### config.mk
export PLATFORM = sky130hd
export DESIGN_NAME = bresenham_line_stepper_top
export DESIGN_NICKNAME = d
export VERILOG_FILES = /design/src/hw/rtl/bls_pkg.sv /design/src/hw/rtl/bresenham_line_stepper_top.sv /design/src/hw/rtl/bls_front.sv /design/src/hw/rtl/bls_queue.sv /design/src/hw/rtl/bls_back.sv
export SDC_FILE = /design/constraint.sdc
export NUM_CORES = 1
export LEC_CHECK = 0
export BUFFER_PORTS_ARGS = -buffer_cell sky130_fd_sc_hd__buf_4
export CAP_MARGIN = 30
export CORE_ASPECT_RATIO = 1.75
export CORE_MARGIN = 5
export CORE_UTILIZATION = 61
export DETAILED_ROUTE_END_ITERATION = 10
export GPL_ROUTABILITY_DRIVEN = 0
export PLACE_DENSITY = 0.91
export SYNTH_ARGS = -nofsm -noshare
export SYNTH_HDL_FRONTEND = slang
export SYNTH_SLANG_ARGS = --single-unit
### constraint.sdc
create_clock -name clk -period 5.9 [get_ports clk]
set_input_delay 0.59 -clock clk [delete_from_list [all_inputs] [get_ports clk]]
set_output_delay 0.59 -clock clk [all_outputs]
set_load 0.01 [all_outputs]
### src/hw/rtl/bls_pkg.sv
// ----------------------------------------------------------------------------
// bls_pkg
// Shared types and constants of the line stepper: request and pixel words,
// queue commands and the clipping view of the frame.
// ----------------------------------------------------------------------------
package bls_pkg;

	// Coordinate and frame dimension widths
	localparam int COORD_BITS  = 12;
	localparam int DIM_BITS    = 11;
	localparam int COLOR_BITS  = 8;
	localparam int ERR_BITS    = 14;

	// Clipping limits; a larger programmed size saturates to these
	localparam int MAX_WIDTH   = 1024;
	localparam int MAX_HEIGHT  = 1024;

	// Default depth of the command queue
	localparam int QUEUE_DEPTH = 4;

	// Request type codes
	localparam logic REQ_START = 1'b0;
	localparam logic REQ_STEP  = 1'b1;

	// Configuration register indexes
	localparam int CFG_IDX_BITS = 2;
	localparam logic [CFG_IDX_BITS-1:0] CFG_IMAGE_WIDTH  = 2'd0;
	localparam logic [CFG_IDX_BITS-1:0] CFG_IMAGE_HEIGHT = 2'd1;
	localparam logic [CFG_IDX_BITS-1:0] CFG_TARGET_READY = 2'd2;

	typedef logic signed [COORD_BITS-1:0] coord_t;
	typedef logic        [COORD_BITS-1:0] delta_t;
	typedef logic signed [ERR_BITS-1:0]   err_t;
	typedef logic        [DIM_BITS-1:0]   dim_t;
	typedef logic        [COLOR_BITS-1:0] color_t;

	// Input word
	typedef struct packed {
		logic   req_type;
		coord_t start_x;
		coord_t start_y;
		coord_t end_x;
		coord_t end_y;
		color_t red_in;
		color_t green_in;
		color_t blue_in;
	} req_t;

	// Output word
	typedef struct packed {
		coord_t pixel_x;
		coord_t pixel_y;
		color_t red_out;
		color_t green_out;
		color_t blue_out;
		logic   in_frame;
		logic   last_point;
	} pix_t;

	// Command classes handed from front to back
	typedef enum logic [1:0] {
		CMD_LOAD,
		CMD_DROP,
		CMD_STEP
	} cmd_kind_t;

	// Queue entry: a classified request with its line setup worked out
	typedef struct packed {
		cmd_kind_t kind;
		coord_t    cur_x;
		coord_t    cur_y;
		coord_t    target_x;
		coord_t    target_y;
		delta_t    delta_x;
		delta_t    delta_y;
		logic      step_x_neg;
		logic      step_y_neg;
		err_t      error_term;
		color_t    red;
		color_t    green;
		color_t    blue;
	} cmd_t;

	// Frame view used for clipping
	typedef struct packed {
		dim_t clip_w;
		dim_t clip_h;
		logic ready;
	} frame_t;

endpackage

### src/hw/rtl/bresenham_line_stepper_top.sv
// ----------------------------------------------------------------------------
// bresenham_line_stepper_top
// Line rasterizer with clipping: front classifier, command queue and
// stepping back end.
// ----------------------------------------------------------------------------
// For each request word a start loads a line (or drops it when the
// frame is not ready) and a step emits one pixel word while a line is
// open, so with pix_ready held high the block sustains one word per
// clock. A step's pixel passes through the command queue and then the
// output register. The rate is set by the back end's single error
// update, two compares and two adds per pixel. The QUEUE_DEPTH-entry
// command queue lets requests keep flowing while the pixel side
// stalls. Configuration writes are taken on every cycle.
module bresenham_line_stepper_top #(
	parameter int QUEUE_DEPTH = bls_pkg::QUEUE_DEPTH
) (
	input  logic                             clk,
	input  logic                             arst_n,
	input  logic                             cfg_valid,
	output logic                             cfg_ready,
	input  logic [bls_pkg::CFG_IDX_BITS-1:0] cfg_index,
	input  logic [bls_pkg::DIM_BITS-1:0]     cfg_data,
	input  logic                             req_valid,
	output logic                             req_ready,
	input  bls_pkg::req_t                    req,
	output logic                             pix_valid,
	input  logic                             pix_ready,
	output bls_pkg::pix_t                    pix
);
	import bls_pkg::*;

	cmd_t   front_cmd;
	cmd_t   back_cmd;
	frame_t frame;
	logic   back_valid;
	logic   back_ready;

	// Classify requests and hold configuration
	bls_front u_front (
		.clk       (clk),
		.arst_n    (arst_n),
		.cfg_valid (cfg_valid),
		.cfg_ready (cfg_ready),
		.cfg_index (cfg_index),
		.cfg_data  (cfg_data),
		.req       (req),
		.cmd       (front_cmd),
		.frame     (frame)
	);

	// Decouple front and back
	bls_queue #(
		.DEPTH (QUEUE_DEPTH)
	) u_queue (
		.clk        (clk),
		.arst_n     (arst_n),
		.push_valid (req_valid),
		.push_ready (req_ready),
		.push_data  (front_cmd),
		.pop_valid  (back_valid),
		.pop_ready  (back_ready),
		.pop_data   (back_cmd)
	);

	// Step lines and emit pixels
	bls_back u_back (
		.clk       (clk),
		.arst_n    (arst_n),
		.cmd_valid (back_valid),
		.cmd_ready (back_ready),
		.cmd       (back_cmd),
		.frame     (frame),
		.pix_valid (pix_valid),
		.pix_ready (pix_ready),
		.pix       (pix)
	);

endmodule

### src/hw/rtl/bls_front.sv
// ----------------------------------------------------------------------------
// bls_front
// Holds the configuration registers, classifies each request word and
// works out the line setup (deltas, step signs, initial error) for starts.
// ----------------------------------------------------------------------------
module bls_front (
	input  logic                              clk,
	input  logic                              arst_n,
	input  logic                              cfg_valid,
	output logic                              cfg_ready,
	input  logic [bls_pkg::CFG_IDX_BITS-1:0]  cfg_index,
	input  logic [bls_pkg::DIM_BITS-1:0]      cfg_data,
	input  bls_pkg::req_t                     req,
	output bls_pkg::cmd_t                     cmd,
	output bls_pkg::frame_t                   frame
);
	import bls_pkg::*;

	dim_t                  clip_w_q;
	dim_t                  clip_h_q;
	logic                  target_ready_q;
	logic signed [COORD_BITS:0] diff_x;
	logic signed [COORD_BITS:0] diff_y;
	logic signed [COORD_BITS:0] abs_x;
	logic signed [COORD_BITS:0] abs_y;

	assign cfg_ready = 1'b1;

	// Write configuration, saturating the frame size to the clip limits
	always_ff @(posedge clk or negedge arst_n) begin
		if (!arst_n) begin
			clip_w_q       <= '0;
			clip_h_q       <= '0;
			target_ready_q <= 1'b0;
		end else if (cfg_valid) begin
			case (cfg_index)
				CFG_IMAGE_WIDTH: begin
					clip_w_q <= (cfg_data > DIM_BITS'(MAX_WIDTH)) ?
						DIM_BITS'(MAX_WIDTH) : cfg_data;
				end
				CFG_IMAGE_HEIGHT: begin
					clip_h_q <= (cfg_data > DIM_BITS'(MAX_HEIGHT)) ?
						DIM_BITS'(MAX_HEIGHT) : cfg_data;
				end
				CFG_TARGET_READY: begin
					target_ready_q <= cfg_data[0];
				end
				default: begin
				end
			endcase
		end
	end

	assign frame = '{clip_w: clip_w_q, clip_h: clip_h_q, ready: target_ready_q};

	// Signed differences and their magnitudes
	assign diff_x = {req.end_x[COORD_BITS-1], req.end_x} -
		{req.start_x[COORD_BITS-1], req.start_x};
	assign diff_y = {req.end_y[COORD_BITS-1], req.end_y} -
		{req.start_y[COORD_BITS-1], req.start_y};
	assign abs_x  = diff_x[COORD_BITS] ? -diff_x : diff_x;
	assign abs_y  = diff_y[COORD_BITS] ? -diff_y : diff_y;

	// Classify the word and build its queue entry
	always_comb begin
		cmd            = '0;
		cmd.cur_x      = req.start_x;
		cmd.cur_y      = req.start_y;
		cmd.target_x   = req.end_x;
		cmd.target_y   = req.end_y;
		cmd.delta_x    = abs_x[COORD_BITS-1:0];
		cmd.delta_y    = abs_y[COORD_BITS-1:0];
		cmd.step_x_neg = diff_x[COORD_BITS] || (diff_x == '0);
		cmd.step_y_neg = diff_y[COORD_BITS] || (diff_y == '0);
		cmd.error_term = ERR_BITS'({2'b00, abs_x[COORD_BITS-1:0]}) -
			ERR_BITS'({2'b00, abs_y[COORD_BITS-1:0]});
		cmd.red        = req.red_in;
		cmd.green      = req.green_in;
		cmd.blue       = req.blue_in;
		if (req.req_type == REQ_STEP) begin
			cmd.kind = CMD_STEP;
		end else if (target_ready_q) begin
			cmd.kind = CMD_LOAD;
		end else begin
			cmd.kind = CMD_DROP;
		end
	end

endmodule

### src/hw/rtl/bls_queue.sv
// ----------------------------------------------------------------------------
// bls_queue
// Small register queue of classified commands between front and back.
// ----------------------------------------------------------------------------
module bls_queue #(
	parameter int DEPTH = bls_pkg::QUEUE_DEPTH
) (
	input  logic          clk,
	input  logic          arst_n,
	input  logic          push_valid,
	output logic          push_ready,
	input  bls_pkg::cmd_t push_data,
	output logic          pop_valid,
	input  logic          pop_ready,
	output bls_pkg::cmd_t pop_data
);
	import bls_pkg::*;

	localparam int PTR_W = (DEPTH > 1) ? $clog2(DEPTH) : 1;
	localparam int CNT_W = $clog2(DEPTH + 1);

	cmd_t             mem_q [DEPTH];
	logic [PTR_W-1:0] wr_ptr_q;
	logic [PTR_W-1:0] rd_ptr_q;
	logic [CNT_W-1:0] count_q;
	logic             push;
	logic             pop;

	assign push_ready = (count_q != CNT_W'(DEPTH));
	assign pop_valid  = (count_q != '0);
	assign push       = push_valid && push_ready;
	assign pop        = pop_valid && pop_ready;
	assign pop_data   = mem_q[rd_ptr_q];

	// Store pushed words
	always_ff @(posedge clk) begin
		if (push) begin
			mem_q[wr_ptr_q] <= push_data;
		end
	end

	// Advance pointers and fill count
	always_ff @(posedge clk or negedge arst_n) begin
		if (!arst_n) begin
			wr_ptr_q <= '0;
			rd_ptr_q <= '0;
			count_q  <= '0;
		end else begin
			if (push) begin
				wr_ptr_q <= (wr_ptr_q == PTR_W'(DEPTH - 1)) ? '0 : wr_ptr_q + 1'b1;
			end
			if (pop) begin
				rd_ptr_q <= (rd_ptr_q == PTR_W'(DEPTH - 1)) ? '0 : rd_ptr_q + 1'b1;
			end
			if (push && !pop) begin
				count_q <= count_q + 1'b1;
			end else if (pop && !push) begin
				count_q <= count_q - 1'b1;
			end
		end
	end

endmodule

### src/hw/rtl/bls_back.sv
// ----------------------------------------------------------------------------
// bls_back
// Line state and stepping: loads or drops lines; a step command on an open
// line emits one point into the output register and steps by the error rule.
// ----------------------------------------------------------------------------
module bls_back (
	input  logic            clk,
	input  logic            arst_n,
	input  logic            cmd_valid,
	output logic            cmd_ready,
	input  bls_pkg::cmd_t   cmd,
	input  bls_pkg::frame_t frame,
	output logic            pix_valid,
	input  logic            pix_ready,
	output bls_pkg::pix_t   pix
);
	import bls_pkg::*;

	localparam int E2_BITS = ERR_BITS + 1;

	logic   busy_q;
	coord_t cur_x_q;
	coord_t cur_y_q;
	coord_t target_x_q;
	coord_t target_y_q;
	delta_t delta_x_q;
	delta_t delta_y_q;
	logic   step_x_neg_q;
	logic   step_y_neg_q;
	err_t   error_q;
	color_t red_q;
	color_t green_q;
	color_t blue_q;
	logic   pix_valid_q;
	pix_t   pix_q;

	logic                      pop;
	logic                      last;
	logic                      in_clip;
	logic signed [E2_BITS-1:0] e2;
	logic signed [E2_BITS-1:0] neg_dy;
	logic signed [E2_BITS-1:0] pos_dx;
	logic                      move_x;
	logic                      move_y;
	err_t                      err_x;
	err_t                      err_next;

	assign cmd_ready = !pix_valid_q || pix_ready;
	assign pop       = cmd_valid && cmd_ready;
	assign pix_valid = pix_valid_q;
	assign pix       = pix_q;

	// Point classification against the frame and the endpoint
	assign last    = (cur_x_q == target_x_q) && (cur_y_q == target_y_q);
	assign in_clip = frame.ready &&
		!cur_x_q[COORD_BITS-1] && (cur_x_q < $signed({1'b0, frame.clip_w})) &&
		!cur_y_q[COORD_BITS-1] && (cur_y_q < $signed({1'b0, frame.clip_h}));

	// Error rule: decide both moves from twice the error
	assign e2       = {error_q, 1'b0};
	assign neg_dy   = -$signed({{(E2_BITS-COORD_BITS){1'b0}}, delta_y_q});
	assign pos_dx   = $signed({{(E2_BITS-COORD_BITS){1'b0}}, delta_x_q});
	assign move_x   = (e2 > neg_dy);
	assign move_y   = (e2 < pos_dx);
	assign err_x    = move_x ? error_q - ERR_BITS'(delta_y_q) : error_q;
	assign err_next = move_y ? err_x + ERR_BITS'(delta_x_q) : err_x;

	// Hold line flag and output valid
	always_ff @(posedge clk or negedge arst_n) begin
		if (!arst_n) begin
			busy_q      <= 1'b0;
			pix_valid_q <= 1'b0;
		end else begin
			if (pix_ready) begin
				pix_valid_q <= 1'b0;
			end
			if (pop) begin
				case (cmd.kind)
					CMD_LOAD: begin
						busy_q <= 1'b1;
					end
					CMD_DROP: begin
						busy_q <= 1'b0;
					end
					CMD_STEP: begin
						if (busy_q) begin
							pix_valid_q <= 1'b1;
							if (last) begin
								busy_q <= 1'b0;
							end
						end
					end
					default: begin
					end
				endcase
			end
		end
	end

	// Load line setup, emit the point and advance
	always_ff @(posedge clk) begin
		if (pop && cmd.kind == CMD_LOAD) begin
			cur_x_q      <= cmd.cur_x;
			cur_y_q      <= cmd.cur_y;
			target_x_q   <= cmd.target_x;
			target_y_q   <= cmd.target_y;
			delta_x_q    <= cmd.delta_x;
			delta_y_q    <= cmd.delta_y;
			step_x_neg_q <= cmd.step_x_neg;
			step_y_neg_q <= cmd.step_y_neg;
			error_q      <= cmd.error_term;
			red_q        <= cmd.red;
			green_q      <= cmd.green;
			blue_q       <= cmd.blue;
		end else if (pop && cmd.kind == CMD_STEP && busy_q) begin
			pix_q <= '{pixel_x: cur_x_q, pixel_y: cur_y_q, red_out: red_q,
				green_out: green_q, blue_out: blue_q, in_frame: in_clip,
				last_point: last};
			if (!last) begin
				error_q <= err_next;
				if (move_x) begin
					cur_x_q <= step_x_neg_q ? cur_x_q - 1'b1 : cur_x_q + 1'b1;
				end
				if (move_y) begin
					cur_y_q <= step_y_neg_q ? cur_y_q - 1'b1 : cur_y_q + 1'b1;
				end
			end
		end
	end

endmodule

==> flow_results.org <==
** Status
- The run finished with clean final reports.

** Yosys
- Post-synthesis cell count :: 1,832
- The average instance in the mapped netlist occupies 15.7 sq um.
- Share of Yosys cell area claimed by the top area cell type :: 63.9%
- Unique cell type count in the Yosys netlist :: 61
- Sorting the synthesized cells by area gives the leading types as sky130_fd_sc_hd__edfxtp_1 (64%), sky130_fd_sc_hd__mux4_2 (8.8%), sky130_fd_sc_hd__ha_1 (5.9%).
- Post-synth EDFFs :: 614
- The most common cell in the synthesized netlist is sky130_fd_sc_hd__edfxtp_1.
- Synth warn :: 0
- Most used DFF post-synth :: sky130_fd_sc_hd__edfxtp_1
- The number of nets in the synthesized netlist is 2,067.
- Of all cell types, the one taking the most synthesized area is sky130_fd_sc_hd__edfxtp_1.
- Part of the Yosys area used for sequential elements :: 66.7%
- Proportion of register bits with asynchronous set or reset after synthesis :: 4.95%
- Total of flip-flops plus latches after synthesis :: 646
- By count the netlist is led by sky130_fd_sc_hd__edfxtp_1 (614), sky130_fd_sc_hd__ha_1 (136), sky130_fd_sc_hd__inv_1 (136).
- After synthesis the cells add up to 28,800 sq um.

** Global routing
- Maximum number of pins on one net before global-route repair :: 63
- Vias in the first global route :: 18,000
- Global routing used 26.1% of the available tracks across all layers.
- Wire length of the first global-routing pass :: 104 mm
- The number of antenna violations at the first check in global routing is 0.
- Gr ovfl total :: 0

** Clock tree
- Skew-Pair Late Insertion Delay :: 0.61 ns
- Clk buf depth :: 3
- TritonCTS built the clock tree.
- The cell sitting at the root of the clock tree is a sky130_fd_sc_hd__clkbuf_16.
- The H-tree was split into 2 levels.
- CTS sink count :: 646
- Number of buffers added by the clock tree synthesis step :: 54
- Clock transition at the registers of the reported paths :: 0.07 ns

** Place
- Once placement completed, the tool counted placed cells totaling 2,542.
- OpenSTA, run right after detailed placement, puts the worst setup slack at -0.0218 ns.
- The placed instances occupy a cell area of 30,700 sq um.
- IO Port Bufs :: 142
- The HPWL after detailed placement is 45.1 mm.

** STA
- Number of max-slew violations in the final report :: 0
- For this run, the top clock speed supported by timing is 176 MHz.
- Across the routed clock network, the largest skew measured is 0.0294 ns.
- Final worst path period share :: 96.0%
- The number of hold violations in the final report is 0.
- Measured against its own limit, the worst slew margin works out to 37.1%.
- Slew at the pin closest to its max-slew limit :: 0.943 ns
- Setup violations remaining at the end of the flow were counted as 0.
- Across all setup checks in the final design, the least slack found is 0.234 ns.
- Counting I/O delays and the setup requirement, the final critical path takes 5.67 ns.

** Worst setup path
- Worst setup path category :: register to register
- CP Data Required Time :: 6.35 ns
- Peak fanout along the critical path :: 8
- Crit start category :: register
- In this run the critical register-to-register path is launched from u_back.delta_y_q[5].
- For the worst setup path, the data arrival time is 6.12 ns.
- The worst setup path is captured at a register.
- Worst setup path start :: u_back.delta_y_q[5]

** Floorplan
- The die is 174 um wide.
- The die is 298 um tall.
- The die covers 51,900 sq um.
- The floorplan has 105 rows.
- For this configuration, the core starts out at a cell density of 61.5%.
- In this run the standard cell core region covers 46,900 sq um.
- 144 I/O pins were placed.

** Min path
- Start point of the worst hold path :: req[4]
- The worst hold path belongs to the class primary input to register.

** Finish
- After the flow finishes, the layout carries non-filler instances totaling 2,647.
- After routing the design area is 32,500 sq um.
- The area growth from synthesis to layout is 12.8%.
- Cells with a size suffix above 1 make up 19.3% of the layout.
- Total Nets Final :: 2,249
- Fill cells in the final layout number 2,798.

** Pwr
- The worst-case IR drop observed on VDD is 0.000393 V.
- In this run the power density over the cells is 602 nW/um^2.
- Summed over all cells, the static leakage comes to 0.0118 uW.

** Drt
- The detail route stage leaves a number of antenna-violating nets equal to 0.
- In the routed design, unresolved DRC markers number 0.
- Final Routed Wirelength :: 67.6 mm
- Post-detailed-route wirelength per cell :: 25.5 um
- Across all layers, the routed design uses 17,100 vias.
- DR pass1 iterations :: 8
- 1st-iter DRT viols :: 1,761
- Using the TritonRoute via totals, the vias-per-cell ratio works out to 6.47.

** Flow run
- Max-cap violations in this run came to 0.
-- layout by cell type (no fill, tap or decap), types with 19 or more instances in the layout --
cell,n
sky130_fd_sc_hd__ha_1,135
sky130_fd_sc_hd__clkbuf_16,54
sky130_fd_sc_hd__nor2_1,111
sky130_fd_sc_hd__a21oi_1,83
sky130_fd_sc_hd__buf_4,169
sky130_fd_sc_hd__nand2_1,88
sky130_fd_sc_hd__inv_1,135
sky130_fd_sc_hd__dfrtp_1,30
sky130_fd_sc_hd__nand3_1,27
sky130_fd_sc_hd__xnor2_1,75
sky130_fd_sc_hd__o21ai_0,70
sky130_fd_sc_hd__edfxtp_1,614
sky130_fd_sc_hd__xor2_1,45
sky130_fd_sc_hd__nand2b_1,19
sky130_fd_sc_hd__mux4_2,113
sky130_fd_sc_hd__nor2b_1,21
-- metrics by stage --
step	util (%)	TNS [ns]	power, uW	hold WS [ns]
after global routing	69.4	-0.00756	20600	0.174
after global placement	65.4	0	15000	0.404
after CTS	69.2	0	19400	0.164
after detailed placement	65.5	-0.0871	15800	0.406
after floorplan	-	0	13300	0.294
final	69.4	0	19600	0.191
-- logic make-up after synthesis --
logic type	Yosys count	synth area share, %
multiplexers	128	9.40
flip-flops	646	66.7
AND/OR/NAND/NOR	346	5.66
adder cells (fa/ha/maj)	144	6.46
AO/OA/AOI/OAI	264	5.73
buffers and inverters	183	2.39
XOR/XNOR	120	3.64
other	1	0.0130
-- state kept, by name, summed over array words and instances, names as in the netlist, 2 cells and up --
name	flops
u_queue.wr_ptr_q	2
u_back.error_q	14
u_back.target_x_q	12
u_back.red_q	8
u_back.cur_x_q	12
u_queue.mem_q	452
u_front.clip_w_q	11
u_back.pix	50
u_back.delta_x_q	12
u_back.cur_y_q	12
u_back.blue_q	8
u_back.target_y_q	12
u_back.green_q	8
u_front.clip_h_q	11
u_back.delta_y_q	12
u_queue.rd_ptr_q	2
u_queue.count_q	3
-- worst max-delay path, cell delays in order (launching register included) --
cell and delay, ns:
sky130_fd_sc_hd__edfxtp_1 0.46, sky130_fd_sc_hd__nor4_4 0.36, sky130_fd_sc_hd__and3_1 0.21, sky130_fd_sc_hd__nand2_1 0.14, sky130_fd_sc_hd__nor4_4 0.21, sky130_fd_sc_hd__xnor2_1 0.11
sky130_fd_sc_hd__ha_1 0.29, sky130_fd_sc_hd__nand4_1 0.18, sky130_fd_sc_hd__o41ai_1 0.49, sky130_fd_sc_hd__mux2_4 0.30, sky130_fd_sc_hd__mux2i_1 0.30, sky130_fd_sc_hd__inv_1 0.11
sky130_fd_sc_hd__ha_1 0.29, sky130_fd_sc_hd__a21oi_1 0.29, sky130_fd_sc_hd__nor2_1 0.09, sky130_fd_sc_hd__a211o_1 0.31, sky130_fd_sc_hd__o31ai_1 0.40, sky130_fd_sc_hd__o311a_1 0.27
sky130_fd_sc_hd__a211o_1 0.20, sky130_fd_sc_hd__a221oi_1 0.13, sky130_fd_sc_hd__a211o_1 0.32, sky130_fd_sc_hd__nand3_1 0.07
-- path summary, 6_finish.rpt --
check | to | slack (ns) | cells past startpoint
min | u_queue.mem_q[0][4] | 0.19 | 1
max reg2reg | u_back.error_q[13] | 0.23 | 21
min in group asynchronous | u_queue.count_q[2] | 0.45 | 2
min reg2reg | u_back.pix[22] | 0.42 | 0
max in group asynchronous | u_queue.rd_ptr_q[1] | 5.12 | 2
max | u_back.error_q[13] | 0.23 | 21
-- where the power goes --
part           switching (uW)  leakage, uW  internal, uW
clock network            1610     0.000841          1900
registers                 868      0.00605          7020
logic                    4860      0.00490          3340
total                    7330       0.0118         12300
-- per-layer routing --
| metal | up-vias | wire, um | global-route usage, % |
|---|---|---|---|
| met4 | 0 | 4470 | 14.0 |
| met5 | - | 0 | 0 |
| li1 | 7338 | - | - |
| met3 | 311 | 4930 | 4.22 |
| met2 | 989 | 35500 | 46.3 |
| met1 | 8487 | 22700 | 30.4 |
-- cell type report --
type                    instances  area [sq um]  share of cell area, %
inverters                     136           513                   1.58
clock buffers                  69          1430                   4.39
well taps                     588           736                   2.26
multi-input cells            1003          8980                   27.6
repair buffers                173          1330                   4.10
clock inverters                31           295                  0.908
diodes                          1          2.50                0.00769
flip-flops and latches        646         19200                   59.2
-- timing repair --
item                                    CTS  global route
buffers inserted                          0             3
endpoints found under the setup margin    1             6
endpoints found under the hold margin    32             0
pin swaps                                 0             1
gates resized for setup                   1             8
hold buffers                              1             0
No activity file was read; power rests on OpenSTA's default activity.
